$ cat config.mk
export PLATFORM = sky130hd
export DESIGN_NAME = alpha_blend_over_pixel
export DESIGN_NICKNAME = d
export VERILOG_FILES = /design/src/hdl/abop_pkg.sv /design/src/hdl/alpha_blend_over_pixel.sv /design/src/hdl/abop_front.sv /design/src/hdl/abop_fifo.sv /design/src/hdl/abop_back.sv
export VERILOG_INCLUDE_DIRS = /design/src /design/src/hdl
export SDC_FILE = /design/constraint.sdc
export NUM_CORES = 2
export LEC_CHECK = 0
export BUFFER_PORTS_ARGS = -buffer_cell sky130_fd_sc_hd__buf_4
export CORE_MARGIN = 1.5
export CORE_UTILIZATION = 45
export DETAILED_ROUTE_END_ITERATION = 16
export GPL_TIMING_DRIVEN = 0
export HOLD_SLACK_MARGIN = 0.1
export PLACE_DENSITY = 0.6
export RECOVER_POWER = 25
export SKIP_CTS_REPAIR_TIMING = 1
export SLEW_MARGIN = 20
export SYNTH_ARGS = -nofsm -noshare
export SYNTH_HDL_FRONTEND = slang
export SYNTH_SLANG_ARGS = --single-unit
$ cat constraint.sdc
create_clock -name i_clk -period 12.35 [get_ports i_clk]
set_input_delay 1.8525 -clock i_clk [delete_from_list [all_inputs] [get_ports i_clk]]
set_output_delay 1.8525 -clock i_clk [all_outputs]
set_load 0.02 [all_outputs]
$ cat src/hdl/alpha_blend_over_pixel_macros.svh
// ----------------------------------------------------------------------------
// alpha_blend_over_pixel_macros
// Assertion macros for the alpha blend over pixel block.
// ----------------------------------------------------------------------------
`ifndef ALPHA_BLEND_OVER_PIXEL_MACROS_SVH
`define ALPHA_BLEND_OVER_PIXEL_MACROS_SVH
`ifndef NO_ASSERTIONS
// The condition holds at every clock edge out of reset.
`define ABOP_ASSERT_ALWAYS(label, clk, rst_n, cond) \
    label: assert property (@(posedge clk) disable iff (!rst_n) (cond)) \
        else $error("assertion failed: invariant");
// When the trigger holds, the consequence holds at the next edge.
`define ABOP_ASSERT_NEXT(label, clk, rst_n, trig, cons) \
    label: assert property (@(posedge clk) disable iff (!rst_n) (trig) |=> (cons)) \
        else $error("assertion failed: next-cycle property");
`else
`define ABOP_ASSERT_ALWAYS(label, clk, rst_n, cond)
`define ABOP_ASSERT_NEXT(label, clk, rst_n, trig, cons)
`endif
`endif

$ cat src/hdl/abop_pkg.sv
`default_nettype none
// ----------------------------------------------------------------------------
// abop_pkg
// Shared types and constants of the alpha blend over pixel block.
// ----------------------------------------------------------------------------
package abop_pkg;

    localparam int FIFO_DEPTH = 4;
    localparam int FIFO_AW    = 2;
    localparam int NUM_W      = 24;
    localparam int Q_W        = 8;
    localparam int AL_W       = 16;

    localparam logic [7:0] FULL_ALPHA = 8'hFF;

    // Reciprocal of 255 scaled by 2**23; exact for every alpha sum up to 255*255.
    localparam logic [AL_W-1:0] INV_255   = 16'h8081;
    localparam int              INV_SHIFT = 23;

    // Lane order of every pixel vector.
    localparam int LANE_BLUE  = 0;
    localparam int LANE_GREEN = 1;
    localparam int LANE_RED   = 2;
    localparam int LANE_ALPHA = 3;

    typedef logic [3:0][7:0] t_pixel;

    typedef struct packed {
        logic [2:0][7:0] s;
        logic [2:0][7:0] d;
        logic [AL_W-1:0] u;
        logic [AL_W-1:0] v;
        logic            bypass;
        t_pixel          pix;
        logic            wr;
    } t_front;

    typedef struct packed {
        logic [2:0][NUM_W-1:0] rem;
        logic [AL_W-1:0]       al;
        logic [3:0][Q_W-1:0]   q;
        logic                  bypass;
        t_pixel                pix;
        logic                  wr;
    } t_div;

    typedef struct packed {
        logic [FIFO_AW:0] count;
        logic             full;
    } t_fifo_status;

endpackage
`default_nettype wire

$ cat src/hdl/alpha_blend_over_pixel.sv
`default_nettype none
`include "alpha_blend_over_pixel_macros.svh"
// ----------------------------------------------------------------------------
// alpha_blend_over_pixel
// Blend-over of a non-premultiplied BGRA source pixel onto a canvas pixel.
//
//   channel   handshake           payload
//   input     push / full         i_src_*, i_dst_* (8 bits each)
//   result    empty / pop         o_out_*, o_write_pixel
//
// One item per cycle is sustained while results are popped. A result passes
// through one front register, one queue slot, one multiply stage and eight
// divider stages of one quotient bit each before it can be popped. Reset is
// synchronous and empties every stage and the queue. A stalled result holds
// the divider pipeline; the queue then fills and full rises.
// ----------------------------------------------------------------------------
module alpha_blend_over_pixel (
    input  wire logic       i_clk,
    input  wire logic       i_rst_n,
    input  wire logic       push,
    output logic            full,
    input  wire logic [7:0] i_src_blue,
    input  wire logic [7:0] i_src_green,
    input  wire logic [7:0] i_src_red,
    input  wire logic [7:0] i_src_alpha,
    input  wire logic [7:0] i_dst_blue,
    input  wire logic [7:0] i_dst_green,
    input  wire logic [7:0] i_dst_red,
    input  wire logic [7:0] i_dst_alpha,
    output logic            empty,
    input  wire logic       pop,
    output logic [7:0]      o_out_blue,
    output logic [7:0]      o_out_green,
    output logic [7:0]      o_out_red,
    output logic [7:0]      o_out_alpha,
    output logic            o_write_pixel
);
    import abop_pkg::*;

    t_pixel       src;
    t_pixel       dst;
    t_pixel       res;
    logic         f_valid;
    t_front       f_data;
    logic         q_ready;
    logic         q_valid;
    t_front       q_data;
    logic         q_take;
    t_fifo_status q_status;

    assign src = {i_src_alpha, i_src_red, i_src_green, i_src_blue};
    assign dst = {i_dst_alpha, i_dst_red, i_dst_green, i_dst_blue};

    abop_front u_front (
        .i_clk   (i_clk),
        .i_rst_n (i_rst_n),
        .i_push  (push),
        .o_full  (full),
        .i_src   (src),
        .i_dst   (dst),
        .o_valid (f_valid),
        .o_data  (f_data),
        .i_ready (q_ready)
    );

    abop_fifo u_fifo (
        .i_clk    (i_clk),
        .i_rst_n  (i_rst_n),
        .i_push   (f_valid),
        .i_data   (f_data),
        .o_ready  (q_ready),
        .o_valid  (q_valid),
        .o_data   (q_data),
        .i_pop    (q_take),
        .o_status (q_status)
    );

    abop_back u_back (
        .i_clk   (i_clk),
        .i_rst_n (i_rst_n),
        .i_valid (q_valid),
        .i_data  (q_data),
        .o_take  (q_take),
        .o_empty (empty),
        .i_pop   (pop),
        .o_pix   (res),
        .o_wr    (o_write_pixel)
    );

    assign o_out_blue  = res[LANE_BLUE];
    assign o_out_green = res[LANE_GREEN];
    assign o_out_red   = res[LANE_RED];
    assign o_out_alpha = res[LANE_ALPHA];

    `ABOP_ASSERT_ALWAYS(a_fifo_bound, i_clk, i_rst_n, q_status.count <= (FIFO_AW+1)'(FIFO_DEPTH))
    `ABOP_ASSERT_ALWAYS(a_full_only_when_queue_full, i_clk, i_rst_n, !full || q_status.full)
    `ABOP_ASSERT_NEXT(a_result_held, i_clk, i_rst_n, !empty && !pop, !empty && $stable(res) && $stable(o_write_pixel))

endmodule
`default_nettype wire

$ cat src/hdl/abop_front.sv
`default_nettype none
// ----------------------------------------------------------------------------
// abop_front
// Accepts pixel items, sorts out the trivial cases and forms the weights.
// ----------------------------------------------------------------------------
module abop_front (
    input  wire logic            i_clk,
    input  wire logic            i_rst_n,
    input  wire logic            i_push,
    output logic                 o_full,
    input  wire abop_pkg::t_pixel i_src,
    input  wire abop_pkg::t_pixel i_dst,
    output logic                 o_valid,
    output abop_pkg::t_front     o_data,
    input  wire logic            i_ready
);
    import abop_pkg::*;

    logic   r_valid;
    t_front r_data;
    t_front n_data;
    logic   accept;

    assign o_full  = r_valid && !i_ready;
    assign accept  = i_push && !o_full;
    assign o_valid = r_valid;
    assign o_data  = r_data;

    always_comb begin
        for (int c = 0; c < 3; c++) begin
            n_data.s[c] = i_src[c];
            n_data.d[c] = i_dst[c];
        end
        n_data.u = AL_W'(i_src[LANE_ALPHA]) * AL_W'(FULL_ALPHA);
        n_data.v = AL_W'(FULL_ALPHA - i_src[LANE_ALPHA]) * AL_W'(i_dst[LANE_ALPHA]);
        if (i_src[LANE_ALPHA] == 8'd0) begin
            // Transparent source: the canvas keeps its pixel.
            n_data.bypass = 1'b1;
            n_data.pix    = i_dst;
            n_data.wr     = 1'b0;
        end else if (i_src[LANE_ALPHA] == FULL_ALPHA || i_dst[LANE_ALPHA] == 8'd0) begin
            n_data.bypass = 1'b1;
            n_data.pix    = i_src;
            n_data.wr     = 1'b1;
        end else begin
            n_data.bypass = 1'b0;
            n_data.pix    = i_src;
            n_data.wr     = 1'b1;
        end
    end

    always_ff @(posedge i_clk) begin
        if (!i_rst_n) begin
            r_valid <= 1'b0;
        end else begin
            r_valid <= accept || (r_valid && !i_ready);
        end
    end

    always_ff @(posedge i_clk) begin
        if (accept) begin
            r_data <= n_data;
        end
    end

endmodule
`default_nettype wire

$ cat src/hdl/abop_fifo.sv
`default_nettype none
// ----------------------------------------------------------------------------
// abop_fifo
// Short first-in first-out queue between the front and the back part.
// ----------------------------------------------------------------------------
module abop_fifo (
    input  wire logic              i_clk,
    input  wire logic              i_rst_n,
    input  wire logic              i_push,
    input  wire abop_pkg::t_front  i_data,
    output logic                   o_ready,
    output logic                   o_valid,
    output abop_pkg::t_front       o_data,
    input  wire logic              i_pop,
    output abop_pkg::t_fifo_status o_status
);
    import abop_pkg::*;

    t_front             mem [FIFO_DEPTH];
    logic [FIFO_AW-1:0] r_wr_ptr;
    logic [FIFO_AW-1:0] r_rd_ptr;
    logic [FIFO_AW:0]   r_count;
    logic               full;
    logic               wr_en;
    logic               rd_en;

    assign full            = (r_count == (FIFO_AW+1)'(FIFO_DEPTH));
    assign o_ready         = !full;
    assign o_valid         = (r_count != '0);
    assign o_data          = mem[r_rd_ptr];
    assign wr_en           = i_push && !full;
    assign rd_en           = i_pop && o_valid;
    assign o_status.count  = r_count;
    assign o_status.full   = full;

    always_ff @(posedge i_clk) begin
        if (!i_rst_n) begin
            r_wr_ptr <= '0;
            r_rd_ptr <= '0;
            r_count  <= '0;
        end else begin
            if (wr_en) begin
                r_wr_ptr <= r_wr_ptr + 1'b1;
            end
            if (rd_en) begin
                r_rd_ptr <= r_rd_ptr + 1'b1;
            end
            if (wr_en && !rd_en) begin
                r_count <= r_count + 1'b1;
            end else if (rd_en && !wr_en) begin
                r_count <= r_count - 1'b1;
            end
        end
    end

    always_ff @(posedge i_clk) begin
        if (wr_en) begin
            mem[r_wr_ptr] <= i_data;
        end
    end

endmodule
`default_nettype wire

$ cat src/hdl/abop_back.sv
`default_nettype none
// ----------------------------------------------------------------------------
// abop_back
// Forms the weighted sums and divides the colour sums, one quotient bit per stage.
// ----------------------------------------------------------------------------
module abop_back (
    input  wire logic             i_clk,
    input  wire logic             i_rst_n,
    input  wire logic             i_valid,
    input  wire abop_pkg::t_front i_data,
    output logic                  o_take,
    output logic                  o_empty,
    input  wire logic             i_pop,
    output abop_pkg::t_pixel      o_pix,
    output logic                  o_wr
);
    import abop_pkg::*;

    logic [Q_W:0] r_v;
    t_div         r_st [Q_W+1];
    t_div         n_st [Q_W+1];
    logic [Q_W:0] go;
    logic [NUM_W-1:0] dsh;
    logic [2*AL_W-1:0] al_scaled;

    // A stage loads when it is empty or its content moves on.
    always_comb begin
        go[Q_W] = !r_v[Q_W] || i_pop;
        for (int k = Q_W - 1; k >= 0; k--) begin
            go[k] = !r_v[k] || go[k+1];
        end
    end

    assign o_take = i_valid && go[0];

    always_comb begin
        dsh = '0;
        n_st[0].al     = i_data.u + i_data.v;
        n_st[0].q      = '0;
        n_st[0].bypass = i_data.bypass;
        n_st[0].pix    = i_data.pix;
        n_st[0].wr     = i_data.wr;
        for (int c = 0; c < 3; c++) begin
            n_st[0].rem[c] = NUM_W'(NUM_W'(i_data.s[c]) * NUM_W'(i_data.u))
                           + NUM_W'(NUM_W'(i_data.d[c]) * NUM_W'(i_data.v));
        end
        // The alpha is divided by 255 at once through a reciprocal multiply.
        al_scaled = (2*AL_W)'(n_st[0].al) * (2*AL_W)'(INV_255);
        n_st[0].q[LANE_ALPHA] = al_scaled[INV_SHIFT +: Q_W];
        // Stage k decides quotient bit Q_W-k; every quotient stays below 256.
        for (int k = 1; k <= Q_W; k++) begin
            n_st[k] = r_st[k-1];
            dsh = NUM_W'(r_st[k-1].al) << (Q_W - k);
            for (int c = 0; c < 3; c++) begin
                if (r_st[k-1].rem[c] >= dsh) begin
                    n_st[k].rem[c]         = r_st[k-1].rem[c] - dsh;
                    n_st[k].q[c][Q_W - k]  = 1'b1;
                end
            end
        end
    end

    always_ff @(posedge i_clk) begin
        if (!i_rst_n) begin
            r_v <= '0;
        end else begin
            if (go[0]) begin
                r_v[0] <= i_valid;
            end
            for (int k = 1; k <= Q_W; k++) begin
                if (go[k]) begin
                    r_v[k] <= r_v[k-1];
                end
            end
        end
    end

    always_ff @(posedge i_clk) begin
        for (int k = 0; k <= Q_W; k++) begin
            if (go[k]) begin
                r_st[k] <= n_st[k];
            end
        end
    end

    assign o_empty = !r_v[Q_W];
    assign o_pix   = r_st[Q_W].bypass ? r_st[Q_W].pix : t_pixel'(r_st[Q_W].q);
    assign o_wr    = r_st[Q_W].wr;

endmodule
`default_nettype wire
==> metrics.md <==
| Metric | Value |
|---|---|
| Outcome | finished clean |
| Routed wire length | 306900 microns |
| Worst hold slack | between 0.3 and 0.4 ns |
| Largest family of logic cells by synthesized area | adder cells |
| First-pass GRT wire length | 450500 microns |
| Root buffer cell | clkbuf_16 |
| Setup Skew | between 0.07 and 0.08 ns |
| Gr usage total | between 20% and 30% |
| Detailed Routing Iterations Pass 1 | 7 |
| Post-synth EDFFs | between 1500 and 2000 |
| Critical path buffer and inverter count | 9 |
| Hold Crit Class | flop to flop |
| Core Rows | 180 |
| Worst Max-Slew Pin Slew | roughly 1.2 ns |
| Kind of critical path | flop to flop |
| Vias in the first global route | 70140 |
| Clock Sinks | 1779 |
| Antenna viol nets, final | 0 |
| Post-synthesis compound-gate area fraction | roughly 7.7% |
| Crit. End Element | flop |
| DR vias/cell | around 5.5 |
| Die area | about 0.25 sq mm |
| Fin. max-slew vios | 0 |
| Vias | between 60000 and 70000 |
| DP Cell Count | around 12000 |
| Yosys cell types | roughly 100 |
| Max-cap violations | 0 |
| Critical-path top delay cell | clkbuf_1 |
| Seq/Total Area, Yosys | approximately 50% |
| Placeable Area | 0.2405 sq mm |
| Crit path launch type | flop |
| Port buffer count | 94 |
| CP most frequent cell | fa_1 |
| Required @ worst endpoint | 12.89 ns |
| Synthesized Nets | about 10000 |
| Residual DRC count | 0 |
| Crit Path Max Fanout | 10 |
| RSZ-0062 raised after global routing | false |
| H-tree depth | 4 |
| Layout cells sized above 1 | 8.734% |
| Post-synthesis mux area share | roughly 4.0% |
| Fin cells | 12570 |
| CP max stage delay | 0.76 ns |
| Clock buffer count from CTS | 186 |
| Max-slew headroom | between 10% and 20% |
| Post-synthesis sequential element count | between 1500 and 2000 |
| TritonCTS clock tree | yes |
| Global route overflow | 0 |
| Hold Violations, Final | 0 |
| Prevailing post-synth register cell | edfxtp_1 |
| Initial drt markers | around 6000 |
| DIE WIDTH | 495.0 microns |
| Clock buffer depth | 3 |
| Max Freq | around 100 MHz |
| Initial Util | between 40% and 50% |
| Nets | approximately 11000 |
| Syn Inst Count | just under 9000 |
| Xor/xnor share of the synthesized area | 3.417% |
| Mapped cell area | approximately 0.11 sq mm |
| Hpwl dp | 240500 microns |
| Ys async rst share | 0% |
| Worst-path clk slew | roughly 0.060 ns |
| Avg WL per Cell | between 20 and 25 microns |
| Crit path max-delay family | adder cells |
| Die Height | just under 500 microns |
| Synth Area in Adders | a little over a fifth |
| Ports | 103 |
| Largest net degree at the start of global routing | around 100 |
| Initial antenna violation count | 21 |
| Finish-stage setup viols | 0 |
| Total negative setup slack | 0 ns |
| Avg Inst Size Synth | roughly 12 sq um |
| GP Congestion | 0.9458 |
| Final Cycle Share | between 70% and 80% |
| Yosys Warn Count | 0 |
| Simple-gate share of the synthesized area | 9.583% |
| Worst Path Arrival | between 10 and 15 ns |
| Skew-Pair Late Insertion Delay | between 0.8 and 0.9 ns |
| Synth-to-layout area growth | 11.26% |
| Post-layout min period | approximately 10 ns |
per-layer routing:
metal  global-route usage [%]  wire length, microns  vias up
met4                    10.30                 13550        2
met2                    40.50                143900     2273
li1                         -                     -    31690
met5                        0                    13        -
met3                    3.743                 19370      542
met1                    34.02                130100    35210
final timing paths:
| check | startpoint | endpoint | slack, ns | depth (start not counted) |
|---|---|---|---|---|
| worst max-delay path | flop | u_back.r_st[0][153] | 2.55 | 29 |
| worst min-delay path | u_back.r_st[0][23] | u_back.r_st[1][23] | 0.35 | 0 |
| worst max register to register | flop | u_back.r_st[0][153] | 2.55 | 29 |
| worst min register to register | u_back.r_st[0][23] | u_back.r_st[1][23] | 0.35 | 0 |
worst register-to-register path: cells and delay by family, from the launching register on:
kind	cells	cell delay, ns
multiplexers	1	0.15
XOR/XNOR	1	0.43
buffers and inverters	9	2.94
AO/OA/AOI/OAI	5	1.23
AND/OR/NAND/NOR	6	1.06
adder cells (fa/ha/maj)	7	3.38
flip-flops	1	0.31
sequential cells by signal (all words and copies together) (netlist names), named ones only:
signal and flops:
u_front.o_valid 1, u_fifo.mem 456, u_fifo.r_count 3, u_front.o_data 114
u_fifo.r_wr_ptr 2, u_back.r_v 9, u_back.r_st 1190, u_fifo.r_rd_ptr 2
cells in the mapped netlist, types with 104 or more instances:
cell / n / area (sq um)
a21o_1: 163 / 1224
a21oi_1: 414 / 2072
and2_1: 179 / 1120
clkbuf_1: 165 / 619.3
edfxtp_1: 1760 / 52850
fa_1: 713 / 14270
ha_1: 758 / 9484
inv_1: 1110 / 4167
mux2_2: 189 / 2128
nand2_1: 804 / 3018
nand3_1: 104 / 520.5
nor2_1: 565 / 2121
nor2b_1: 120 / 750.7
nor3_1: 114 / 570.6
o21ai_0: 305 / 1526
xnor2_1: 277 / 2426
xor2_1: 148 / 1296
cell usage in the layout (no fill, tap or decap), drive strengths merged, types with 22 or more instances in the layout:
master / n
edfxtp: 1760
inv: 1124
nand2: 804
ha: 758
fa: 713
nor2: 565
a21oi: 415
clkbuf: 388
o21ai: 337
xnor2: 277
buf: 193
mux2: 190
and2: 179
a21o: 163
xor2: 148
nor2b: 120
nor3: 115
nand3: 104
clkinv: 95
o21a: 86
nand2b: 76
mux4: 74
mux2i: 52
and3: 48
or3: 45
nand4: 40
a211oi: 40
o21bai: 38
nor4: 36
a31oi: 31
a21boi: 26
o31ai: 25
bufinv: 23
or2: 23
o2111ai: 22
stage by stage:
stage	utilization, %	setup WS [ns]	area [sq um]
final	50.38	2.549	121200
after global routing	50.38	2.155	121200
after global placement	47.23	1.113	113600
after floorplan	-	4.948	108900
after detailed placement	47.70	2.678	114700
after CTS	50.37	2.577	121200
final cells by class:
class / count / area, sq um
diodes: 6 / 15.01
plain buffers: 223 / 898.4
clock buffers: 223 / 4833
clock inverters: 128 / 1594
fillers: 20970 / 119300
inverters: 1120 / 4237
multi-input cells: 5769 / 50740
flip-flops and latches: 1779 / 53230
well taps: 3185 / 3985
repair buffers: 135 / 1657
cells by family after synthesis:
group                    Yosys count
AO/OA/AOI/OAI                   1325
XOR/XNOR                         425
adder cells (fa/ha/maj)         1471
buffers and inverters           1343
flip-flops                      1779
multiplexers                     316
AND/OR/NAND/NOR                 2232
Power is not shown: default switching activity piles up to over one toggle a cycle in this logic, so the estimate is an artifact.
